<file path="src/hdl/ssui_pkg.sv">
// Shared types and constants for the sorted set union / intersection block.
// No dependencies; imported by ssui_ctrl, ssui_dp and the top level.
package ssui_pkg;

   localparam int LIST_DEPTH = 16;
   localparam int VAL_W      = 32;
   localparam int CNT_W      = $clog2(LIST_DEPTH + 1);
   localparam int ADDR_W     = (LIST_DEPTH > 1) ? $clog2(LIST_DEPTH) : 1;

   // request operation codes
   localparam logic [1:0] OP_INS_A = 2'd0;
   localparam logic [1:0] OP_INS_B = 2'd1;
   localparam logic [1:0] OP_EMIT  = 2'd2;
   localparam logic [1:0] OP_CLEAR = 2'd3;

   // response status codes
   localparam logic [1:0] RSP_OK      = 2'd0;
   localparam logic [1:0] RSP_FULL    = 2'd1;
   localparam logic [1:0] RSP_EMPTY   = 2'd2;
   localparam logic [1:0] RSP_CLEARED = 2'd3;

   // response set kind
   localparam logic KIND_UNION = 1'b0;
   localparam logic KIND_ISX   = 1'b1;

   typedef enum logic [2:0] {
      S_IDLE,
      S_INS_BEGIN,
      S_INS_SHIFT,
      S_INS_PLACE,
      S_UNI_STEP,
      S_ISX_STEP
   } state_type;

   // controller to datapath
   typedef struct packed {
      logic       capture;
      logic       ins_begin;
      logic       ins_shift;
      logic       ins_place;
      logic       clear;
      logic       rsp_one;
      logic [1:0] rsp_code;
      logic       uni_start;
      logic       uni_step;
      logic       isx_start;
      logic       isx_step;
      logic       flush;
   } cmd_type;

   // datapath to controller
   typedef struct packed {
      logic sel_full;
      logic sel_empty;
      logic ins_stop;
      logic idx_one;
      logic uni_done;
      logic isx_done;
   } stat_type;

endpackage

</file>
<file path="src/hdl/ssui_ctrl.sv">
// Controller state machine for the sorted set union / intersection block.
// Depends on ssui_pkg; drives ssui_dp through cmd_type, reads stat_type.
module ssui_ctrl (
   input  logic              clock,
   input  logic              reset,
   input  logic              start,
   input  logic [1:0]        req_operation,
   input  ssui_pkg::stat_type stat,
   output ssui_pkg::cmd_type  cmd,
   output logic              busy
);
   import ssui_pkg::*;

   state_type state_ff, state_in;

   // state register
   always_ff @(posedge clock) begin
      if (reset) begin
         state_ff <= S_IDLE;
      end else begin
         state_ff <= state_in;
      end
   end

   // next state and commands
   always_comb begin
      state_in = state_ff;
      cmd      = '0;
      case (state_ff)
         S_IDLE: begin
            if (start) begin
               cmd.capture = 1'b1;
               case (req_operation)
                  OP_INS_A, OP_INS_B: begin
                     state_in = S_INS_BEGIN;
                  end
                  OP_EMIT: begin
                     cmd.uni_start = 1'b1;
                     state_in      = S_UNI_STEP;
                  end
                  OP_CLEAR: begin
                     cmd.clear    = 1'b1;
                     cmd.rsp_one  = 1'b1;
                     cmd.rsp_code = RSP_CLEARED;
                  end
                  default: begin
                     state_in = S_IDLE;
                  end
               endcase
            end
         end
         S_INS_BEGIN: begin
            cmd.ins_begin = 1'b1;
            if (stat.sel_full) begin
               cmd.rsp_one  = 1'b1;
               cmd.rsp_code = RSP_FULL;
               state_in     = S_IDLE;
            end else if (stat.sel_empty) begin
               state_in = S_INS_PLACE;
            end else begin
               state_in = S_INS_SHIFT;
            end
         end
         S_INS_SHIFT: begin
            if (stat.ins_stop) begin
               cmd.ins_place = 1'b1;
               cmd.rsp_one   = 1'b1;
               cmd.rsp_code  = RSP_OK;
               state_in      = S_IDLE;
            end else begin
               cmd.ins_shift = 1'b1;
               if (stat.idx_one) begin
                  state_in = S_INS_PLACE;
               end
            end
         end
         S_INS_PLACE: begin
            cmd.ins_place = 1'b1;
            cmd.rsp_one   = 1'b1;
            cmd.rsp_code  = RSP_OK;
            state_in      = S_IDLE;
         end
         S_UNI_STEP: begin
            if (stat.uni_done) begin
               cmd.isx_start = 1'b1;
               state_in      = S_ISX_STEP;
            end else begin
               cmd.uni_step = 1'b1;
            end
         end
         S_ISX_STEP: begin
            if (stat.isx_done) begin
               cmd.flush = 1'b1;
               state_in  = S_IDLE;
            end else begin
               cmd.isx_step = 1'b1;
            end
         end
         default: begin
            state_in = S_IDLE;
         end
      endcase
   end

   assign busy = (state_ff != S_IDLE);

endmodule

</file>
<file path="src/hdl/ssui_dp.sv">
// Datapath: list memories, counts, merge indices, pending result and response regs.
// Depends on ssui_pkg; commanded by ssui_ctrl.
module ssui_dp (
   input  logic                       clock,
   input  logic                       reset,
   input  ssui_pkg::cmd_type          cmd,
   input  logic [1:0]                 req_operation,
   input  logic signed [ssui_pkg::VAL_W-1:0] req_value,
   output ssui_pkg::stat_type         stat,
   output logic                       rsp_strobe,
   output logic signed [ssui_pkg::VAL_W-1:0] rsp_value_res,
   output logic                       rsp_set_kind,
   output logic [1:0]                 rsp_status,
   output logic                       rsp_last
);
   import ssui_pkg::*;

   // list memories, read data registered
   logic signed [VAL_W-1:0] mem_a [LIST_DEPTH];
   logic signed [VAL_W-1:0] mem_b [LIST_DEPTH];
   logic signed [VAL_W-1:0] rd_a_ff, rd_b_ff;

   logic [1:0]              op_ff, op_in;
   logic signed [VAL_W-1:0] val_ff, val_in;
   logic [CNT_W-1:0]        cnt_a_ff, cnt_a_in, cnt_b_ff, cnt_b_in;
   logic [CNT_W-1:0]        idx_ff, idx_in;
   logic [CNT_W-1:0]        ia_ff, ia_in, ib_ff, ib_in;
   logic signed [VAL_W-1:0] prev_ff, prev_in;
   logic                    have_prev_ff, have_prev_in;
   logic signed [VAL_W-1:0] pend_val_ff, pend_val_in;
   logic                    pend_kind_ff, pend_kind_in;
   logic                    pend_vld_ff, pend_vld_in;
   logic                    rsp_strobe_ff, rsp_strobe_in;
   logic signed [VAL_W-1:0] rsp_val_ff, rsp_val_in;
   logic                    rsp_kind_ff, rsp_kind_in;
   logic [1:0]              rsp_status_ff, rsp_status_in;
   logic                    rsp_last_ff, rsp_last_in;

   logic                    wr_a_en, wr_b_en;
   logic [ADDR_W-1:0]       wr_addr;
   logic signed [VAL_W-1:0] wr_data;
   logic [ADDR_W-1:0]       rd_addr_a, rd_addr_b;
   logic [CNT_W-1:0]        idx_m1;

   logic                    sel_b;
   logic [CNT_W-1:0]        cnt_sel;
   logic signed [VAL_W-1:0] rd_sel;
   logic                    a_ok, b_ok;
   logic signed [VAL_W-1:0] uni_v;
   logic                    push;
   logic signed [VAL_W-1:0] push_val;
   logic                    push_kind;

   assign sel_b   = op_ff[0];
   assign cnt_sel = sel_b ? cnt_b_ff : cnt_a_ff;
   assign rd_sel  = sel_b ? rd_b_ff : rd_a_ff;
   assign a_ok    = (ia_ff < cnt_a_ff);
   assign b_ok    = (ib_ff < cnt_b_ff);

   // status to controller
   always_comb begin
      stat.sel_full  = (cnt_sel == CNT_W'(LIST_DEPTH));
      stat.sel_empty = (cnt_sel == '0);
      stat.ins_stop  = (val_ff > rd_sel);
      stat.idx_one   = (idx_ff == CNT_W'(1));
      stat.uni_done  = !a_ok && !b_ok;
      stat.isx_done  = !(a_ok && b_ok);
   end

   // union merge pick
   always_comb begin
      if (a_ok && b_ok) begin
         uni_v = (rd_a_ff > rd_b_ff) ? rd_b_ff : rd_a_ff;
      end else if (a_ok) begin
         uni_v = rd_a_ff;
      end else begin
         uni_v = rd_b_ff;
      end
   end

   // next-state logic for all datapath registers
   always_comb begin
      op_in         = op_ff;
      val_in        = val_ff;
      cnt_a_in      = cnt_a_ff;
      cnt_b_in      = cnt_b_ff;
      idx_in        = idx_ff;
      ia_in         = ia_ff;
      ib_in         = ib_ff;
      prev_in       = prev_ff;
      have_prev_in  = have_prev_ff;
      pend_val_in   = pend_val_ff;
      pend_kind_in  = pend_kind_ff;
      pend_vld_in   = pend_vld_ff;
      rsp_strobe_in = 1'b0;
      rsp_val_in    = rsp_val_ff;
      rsp_kind_in   = rsp_kind_ff;
      rsp_status_in = rsp_status_ff;
      rsp_last_in   = rsp_last_ff;
      wr_a_en       = 1'b0;
      wr_b_en       = 1'b0;
      wr_addr       = idx_ff[ADDR_W-1:0];
      wr_data       = val_ff;
      push          = 1'b0;
      push_val      = uni_v;
      push_kind     = KIND_UNION;

      if (cmd.capture) begin
         op_in  = req_operation;
         val_in = req_value;
      end

      // insert: walk down from the top, moving entries not below the new value up one slot
      if (cmd.ins_begin) begin
         idx_in = cnt_sel;
      end
      if (cmd.ins_shift) begin
         wr_data = rd_sel;
         wr_a_en = !sel_b;
         wr_b_en = sel_b;
         idx_in  = idx_ff - CNT_W'(1);
      end
      if (cmd.ins_place) begin
         wr_data = val_ff;
         wr_a_en = !sel_b;
         wr_b_en = sel_b;
         if (sel_b) begin
            cnt_b_in = cnt_b_ff + CNT_W'(1);
         end else begin
            cnt_a_in = cnt_a_ff + CNT_W'(1);
         end
      end

      if (cmd.clear) begin
         cnt_a_in = '0;
         cnt_b_in = '0;
      end

      // single response for insert, full and clear
      if (cmd.rsp_one) begin
         rsp_strobe_in = 1'b1;
         rsp_val_in    = (cmd.rsp_code == RSP_CLEARED) ? '0 : val_ff;
         rsp_kind_in   = KIND_UNION;
         rsp_status_in = cmd.rsp_code;
         rsp_last_in   = 1'b1;
      end

      if (cmd.uni_start || cmd.isx_start) begin
         ia_in = '0;
         ib_in = '0;
      end
      if (cmd.uni_start) begin
         have_prev_in = 1'b0;
         pend_vld_in  = 1'b0;
      end

      // union step: take the smaller head, both on a tie
      if (cmd.uni_step) begin
         if (a_ok && b_ok) begin
            if (rd_a_ff == rd_b_ff) begin
               ia_in = ia_ff + CNT_W'(1);
               ib_in = ib_ff + CNT_W'(1);
            end else if (rd_a_ff > rd_b_ff) begin
               ib_in = ib_ff + CNT_W'(1);
            end else begin
               ia_in = ia_ff + CNT_W'(1);
            end
         end else if (a_ok) begin
            ia_in = ia_ff + CNT_W'(1);
         end else begin
            ib_in = ib_ff + CNT_W'(1);
         end
         if (!(have_prev_ff && (uni_v == prev_ff))) begin
            have_prev_in = 1'b1;
            prev_in      = uni_v;
            push         = 1'b1;
         end
      end

      // intersection step: advance the smaller head, emit on a match
      if (cmd.isx_step) begin
         push_kind = KIND_ISX;
         push_val  = rd_a_ff;
         if (rd_a_ff == rd_b_ff) begin
            push  = 1'b1;
            ia_in = ia_ff + CNT_W'(1);
            ib_in = ib_ff + CNT_W'(1);
         end else if (rd_a_ff > rd_b_ff) begin
            ib_in = ib_ff + CNT_W'(1);
         end else begin
            ia_in = ia_ff + CNT_W'(1);
         end
      end

      // one-deep hold so the final emitted item can carry last
      if (push) begin
         if (pend_vld_ff) begin
            rsp_strobe_in = 1'b1;
            rsp_val_in    = pend_val_ff;
            rsp_kind_in   = pend_kind_ff;
            rsp_status_in = RSP_OK;
            rsp_last_in   = 1'b0;
         end
         pend_val_in  = push_val;
         pend_kind_in = push_kind;
         pend_vld_in  = 1'b1;
      end

      if (cmd.flush) begin
         rsp_strobe_in = 1'b1;
         rsp_last_in   = 1'b1;
         if (pend_vld_ff) begin
            rsp_val_in    = pend_val_ff;
            rsp_kind_in   = pend_kind_ff;
            rsp_status_in = RSP_OK;
         end else begin
            rsp_val_in    = '0;
            rsp_kind_in   = KIND_UNION;
            rsp_status_in = RSP_EMPTY;
         end
         pend_vld_in = 1'b0;
      end
   end

   // read addresses follow the next index so the registered read data lines up with it
   assign idx_m1 = idx_in - CNT_W'(1);
   always_comb begin
      if (cmd.ins_begin || cmd.ins_shift) begin
         rd_addr_a = idx_m1[ADDR_W-1:0];
         rd_addr_b = idx_m1[ADDR_W-1:0];
      end else begin
         rd_addr_a = ia_in[ADDR_W-1:0];
         rd_addr_b = ib_in[ADDR_W-1:0];
      end
   end

   // list memories
   always_ff @(posedge clock) begin
      if (wr_a_en) begin
         mem_a[wr_addr] <= wr_data;
      end
      if (wr_b_en) begin
         mem_b[wr_addr] <= wr_data;
      end
      rd_a_ff <= mem_a[rd_addr_a];
      rd_b_ff <= mem_b[rd_addr_b];
   end

   // control registers
   always_ff @(posedge clock) begin
      if (reset) begin
         cnt_a_ff      <= '0;
         cnt_b_ff      <= '0;
         have_prev_ff  <= 1'b0;
         pend_vld_ff   <= 1'b0;
         rsp_strobe_ff <= 1'b0;
      end else begin
         cnt_a_ff      <= cnt_a_in;
         cnt_b_ff      <= cnt_b_in;
         have_prev_ff  <= have_prev_in;
         pend_vld_ff   <= pend_vld_in;
         rsp_strobe_ff <= rsp_strobe_in;
      end
   end

   // payload registers
   always_ff @(posedge clock) begin
      op_ff         <= op_in;
      val_ff        <= val_in;
      idx_ff        <= idx_in;
      ia_ff         <= ia_in;
      ib_ff         <= ib_in;
      prev_ff       <= prev_in;
      pend_val_ff   <= pend_val_in;
      pend_kind_ff  <= pend_kind_in;
      rsp_val_ff    <= rsp_val_in;
      rsp_kind_ff   <= rsp_kind_in;
      rsp_status_ff <= rsp_status_in;
      rsp_last_ff   <= rsp_last_in;
   end

   assign rsp_strobe    = rsp_strobe_ff;
   assign rsp_value_res = rsp_val_ff;
   assign rsp_set_kind  = rsp_kind_ff;
   assign rsp_status    = rsp_status_ff;
   assign rsp_last      = rsp_last_ff;

   // checks
   a_cnt_bound: assert property (@(posedge clock) disable iff (reset)
      (cnt_a_ff <= CNT_W'(LIST_DEPTH)) && (cnt_b_ff <= CNT_W'(LIST_DEPTH)))
      else $error("list count above depth");

   a_err_last: assert property (@(posedge clock) disable iff (reset)
      (rsp_strobe_ff && (rsp_status_ff != RSP_OK)) |-> rsp_last_ff)
      else $error("non-ok response without last");

   a_place_a: assert property (@(posedge clock) disable iff (reset)
      (cmd.ins_place && !sel_b && !cmd.clear) |=>
      (cnt_a_ff == $past(cnt_a_ff) + CNT_W'(1)))
      else $error("insert into A did not bump count");

   a_wr_insert: assert property (@(posedge clock) disable iff (reset)
      (wr_a_en || wr_b_en) |-> (cmd.ins_shift || cmd.ins_place))
      else $error("list write outside insert");

endmodule

</file>
<file path="src/hdl/sorted_set_union_intersection.sv">
// Top level of the sorted set union / intersection block.
// Depends on ssui_pkg, ssui_ctrl and ssui_dp.
//
//   channel   | handshake          | payload
//   ----------+--------------------+-------------------------------------------
//   request   | start && !busy     | req_operation, req_value
//   response  | rsp_strobe (1 clk) | rsp_value_res, rsp_set_kind, rsp_status,
//             |                    | rsp_last
//
// An insert walks down the list, shifting each entry not below the new value up one
// slot, each step waiting on the registered list read; an insert into a full list is
// refused before any shift. Clear completes without leaving idle; emit runs one merge step per
// cycle, union then intersection. Reset empties both lists at once; no clearing pass.
// Responses are registered and cannot be stalled.
module sorted_set_union_intersection (
   input  logic                              clock,
   input  logic                              reset,
   input  logic                              start,
   output logic                              busy,
   input  logic [1:0]                        req_operation,
   input  logic signed [ssui_pkg::VAL_W-1:0] req_value,
   output logic                              rsp_strobe,
   output logic signed [ssui_pkg::VAL_W-1:0] rsp_value_res,
   output logic                              rsp_set_kind,
   output logic [1:0]                        rsp_status,
   output logic                              rsp_last
);
   import ssui_pkg::*;

   cmd_type  cmd;
   stat_type stat;

   ssui_ctrl u_ctrl (
      .clock         (clock),
      .reset         (reset),
      .start         (start),
      .req_operation (req_operation),
      .stat          (stat),
      .cmd           (cmd),
      .busy          (busy)
   );

   ssui_dp u_dp (
      .clock         (clock),
      .reset         (reset),
      .cmd           (cmd),
      .req_operation (req_operation),
      .req_value     (req_value),
      .stat          (stat),
      .rsp_strobe    (rsp_strobe),
      .rsp_value_res (rsp_value_res),
      .rsp_set_kind  (rsp_set_kind),
      .rsp_status    (rsp_status),
      .rsp_last      (rsp_last)
   );

endmodule

</file>
<file path="config.mk">
export PLATFORM = sky130hd
export DESIGN_NAME = sorted_set_union_intersection
export DESIGN_NICKNAME = d
export VERILOG_FILES = /design/src/hdl/ssui_pkg.sv /design/src/hdl/ssui_ctrl.sv /design/src/hdl/ssui_dp.sv /design/src/hdl/sorted_set_union_intersection.sv
export SDC_FILE = /design/constraint.sdc
export NUM_CORES = 1
export LEC_CHECK = 0
export BUFFER_PORTS_ARGS = -buffer_cell sky130_fd_sc_hd__buf_2
export CAP_MARGIN = 10
export CORE_MARGIN = 10
export CORE_UTILIZATION = 30
export CTS_CLUSTER_DIAMETER = 60
export DETAILED_ROUTE_END_ITERATION = 8
export SYNTH_ARGS = -nofsm -noshare
export SYNTH_HDL_FRONTEND = slang
export SYNTH_SLANG_ARGS = --single-unit
</file>
<file path="constraint.sdc">
create_clock -name clock -period 8 [get_ports clock]
set_input_delay 0.8 -clock clock [delete_from_list [all_inputs] [get_ports clock]]
set_output_delay 0.8 -clock clock [all_outputs]
set_load 0.02 [all_outputs]
</file>
==> reports/results.txt <==
final instance area -> 60100 µm²
sequential power share -> 38.8%
Register-to-Register Path Depth -> 20
switching share of total power -> 37.72%
I/O pins -> 75
top cell type's share of synthesized area -> 65.21%
first-pass GRT wire length -> 225000 µm
die height -> 435.2 µm
Hold Crit Class -> primary input to register
VDD IR-drop max -> 0.0003134 V
grt total ovfl -> 0
Iter 0 DRT Violations -> 3779
Main synth FF type -> edfxtp_1
P_int -> 0.01409 W
NumNets Final -> 4275
Clock Path Buffers -> 3
Post-CTS Setup Inserts -> 0
number of distinct library cells after synthesis -> 75
Total Negative Setup Slacks -> 0 ns
Yosys top cell by area -> edfxtp_1
Clock Skews -> 0.03828 ns
Die Wd -> 435.2 µm
Syn. warnings -> 0
largest net degree at the start of global routing -> 126
endpoints failing setup -> 0
Worst Path Arrival -> 7.64 ns
Hold WS -> 0.2014 ns
CTS tree -> done
vias in the first global route -> 32980
H-tree depth -> 4
Achievable Freq -> 0.1441 GHz
GPL Wtd Cong -> 0.9187
flops & latches, synth -> 1253
PwrDens -> 376.4 nW/µm²
CP Max Fanout -> 21
startpoint types -> register
routed len/inst -> 23.49 µm
placed cell area -> 55640 µm²
I/O Buffers -> 74
GR Util All Layers -> 15.65%
hold buffers post-CTS -> 0
DP HPWL -> 90880 µm
most frequent cell after synthesis -> edfxtp_1
# DRC -> 0
final max-slew violation count -> 0
Syn Area/Cell -> 12.69 µm²
Critical R2R Launch -> u_dp.op_ff[0]
net count after synthesis -> 4193
DRT antenna net count -> 0
core area -> 171500 µm²
Cells after DPL -> 6328
crit path time final -> 6.941 ns
layout cells sized above 1 -> 11.99%
Hold Path Depth -> 1
final cell count without fillers -> 6583
async set or reset register ratio after synthesis -> 0%
DIE AREA -> 189400 µm²
P_sw -> 0.008533 W
Leak -> 21.05 nW
# clock sinks -> 1253
final count of hold timing violations -> 0
vias per cell -> 5.193
WL final -> 154600 µm
Post-synth EDFFs -> 1123
RSZ-0062 raised after global routing -> false
Worst R2R End -> u_dp.rd_a_ff[1]
synth top area cells -> edfxtp_1 (65%), nand2_1 (6.1%), dfxtp_1 (5.0%), o21ai_0 (2.6%), nand3_1 (2.4%)
CTS Buf Count -> 137
DR pass1 iterations -> 6
fin crit share -> 86.76%
CTS root buf -> clkbuf_16
Netlist Area Pre-Place -> 51720 µm²
critical path endpoint category -> register
combinational power share -> 33.7%
Worst-Margin Slew -> 1.191 ns
# rows -> 152
WP data required -> 8.70 ns
Fillers -> 16660
status -> finished, final reports clean
crit path capture -> u_dp.rd_a_ff[1]
Crit Path Category -> register to register
post-CTS sizing -> 0
initial antenna violation count -> 5
clock latency on the worst-skew pair -> 0.78 ns
Initial Util -> 30.15%
clock power share -> 27.5%
Setup crit start -> u_dp.op_ff[0]
max-cap viol count -> 0
Mapped Cells -> 4075
register area share after synthesis -> 70.24%
relative slew slack -> 20.58%
Syn-to-layout area delta -> 16.22%
reg2reg setup slack -> 1.06 ns
clk slew on worst S/H paths -> 0.06 ns
commonest cells in the netlist -> edfxtp_1 (1123), nand2_1 (840), o21ai_0 (268)
DR vias -> 34190
-- power by group through the flow --
stage          registers [W]  logic [W]  clock network, W
6_report             0.00878    0.00763           0.00621
5_1_grt              0.00876    0.00836           0.00657
4_1_cts              0.00873    0.00760           0.00631
3_5_place_dp         0.00887    0.00756                 0
3_3_place_gp         0.00887    0.00744                 0
2_1_floorplan        0.00844    0.00489                 0
-- cells by family after synthesis --
| kind of cell | after synthesis | share of synthesized area (%) |
|---|---|---|
| AOI/OAI and AO/OA | 674 | 8.785 |
| xor gates and xnor gates | 36 | 0.6097 |
| adders and majority gates | 81 | 1.960 |
| buffers and inverters | 326 | 2.526 |
| DFF | 1253 | 70.24 |
| muxes | 122 | 2.366 |
| and+or+nand+nor | 1583 | 13.51 |
-- state kept, by name (all words and copies together) (netlist names), 2 cells and up --
signal / count
u_dp.ib_ff: 5
u_dp.ia_ff: 5
u_dp.cnt_b_ff: 5
u_dp.pend_val_ff: 32
u_dp.prev_ff: 32
u_dp.mem_a: 512
u_dp.val_ff: 32
u_dp.rsp_status: 2
u_dp.cnt_a_ff: 5
u_dp.idx_ff: 5
u_dp.rd_a_ff: 32
u_dp.rd_b_ff: 32
u_dp.mem_b: 512
u_ctrl.state_ff: 3
u_dp.rsp_value_res: 32
-- cell usage in the layout, fill, tap and decap left out, types with 7 or more instances in the layout --
cell type,Yosys,routed
a311o_1,31,31
nand2_1,840,840
xor2_1,16,16
o22ai_1,15,14
a32oi_1,32,32
dfxtp_1,130,130
nor4_1,13,13
o32ai_1,32,32
nand4_1,83,83
nor3_1,18,17
buf_4,0,89
nor2_1,222,186
and3_1,96,95
a211oi_1,70,70
a31o_2,33,33
a21oi_1,54,53
nand2b_1,12,11
o21a_1,37,36
xnor2_1,20,20
mux2i_1,120,119
buf_2,30,74
inv_1,85,85
o21ai_4,0,10
nor2_4,1,37
edfxtp_1,1123,1123
buf_12,0,21
nand3_1,245,245
clkbuf_8,0,17
o21ai_2,0,24
a22o_1,33,33
nor2b_1,12,11
clkinv_1,0,14
ha_1,81,81
clkbuf_16,0,141
o21ai_0,268,236
clkinv_2,0,15
inv_6,0,7
clkbuf_1,188,42
-- through the flow --
stage	util, %	setup WS, ns	total power [W]
global route	35.03	0.5177	0.02368
floorplan	-	2.014	0.01333
detailed placement	32.44	1.116	0.01643
CTS	35.03	1.075	0.02264
global placement	32.44	1.172	0.01632
finish	35.04	1.059	0.02262
-- metal layers --
| metal | vias up | GRT usage [%] | share of wire [%] |
|---|---|---|---|
| met4 | 2 | 7.057 | 4.2 |
| met2 | 1348 | 24.50 | 45 |
| met1 | 17250 | 21.10 | 43 |
| met3 | 292 | 2.826 | 7.7 |
| met5 | - | 0 | 0.0084 |
| li1 | 15300 | - | - |
-- cell type report --
type / instances / area [µm²] / share of cell area, %
well taps: 2310 / 2890 / 4.809
repair buffers: 184 / 1459 / 2.427
diodes: 2 / 5.005 / 0.008327
flip-flops and latches: 1253 / 36320 / 60.44
clock inverters: 53 / 533.0 / 0.8868
multi-input cells: 2496 / 14650 / 24.38
inverters: 85 / 319.1 / 0.5309
clock buffers: 200 / 3920 / 6.522
-- worst max-delay path, cell delays in order, from the launching register on --
cell and delay [ns]:
edfxtp_1 0.89, mux2i_1 0.26, ha_1 0.49, nand2_1 0.12, nor4_1 0.38, nand3_1 0.19, nor4_1 0.66, inv_1 0.17
a31oi_2 0.40, buf_4 0.26, nor2_1 0.12, a21boi_0 0.25, inv_1 0.07, ha_1 0.24, a31o_2 0.24, a211oi_1 0.33
o21bai_1 0.32, nand2b_2 0.56, buf_4 0.41, o32ai_1 0.33, a311o_1 0.15
-- worst min path at each step --
stage	from	endpoint	slack (ns)
final	req_value[8]	u_dp.val_ff[8]	0.20
after global placement	u_dp.pend_val_ff[9]	u_dp.rsp_value_res[9]	0.43
after global routing	req_value[8]	u_dp.val_ff[8]	0.18
after CTS	req_value[29]	u_dp.val_ff[29]	0.16
after detailed placement	u_dp.pend_val_ff[9]	u_dp.rsp_value_res[9]	0.43
after floorplan	u_dp.pend_val_ff[31]	u_dp.rsp_value_res[31]	0.43
Power figures use the tool's default switching activity.
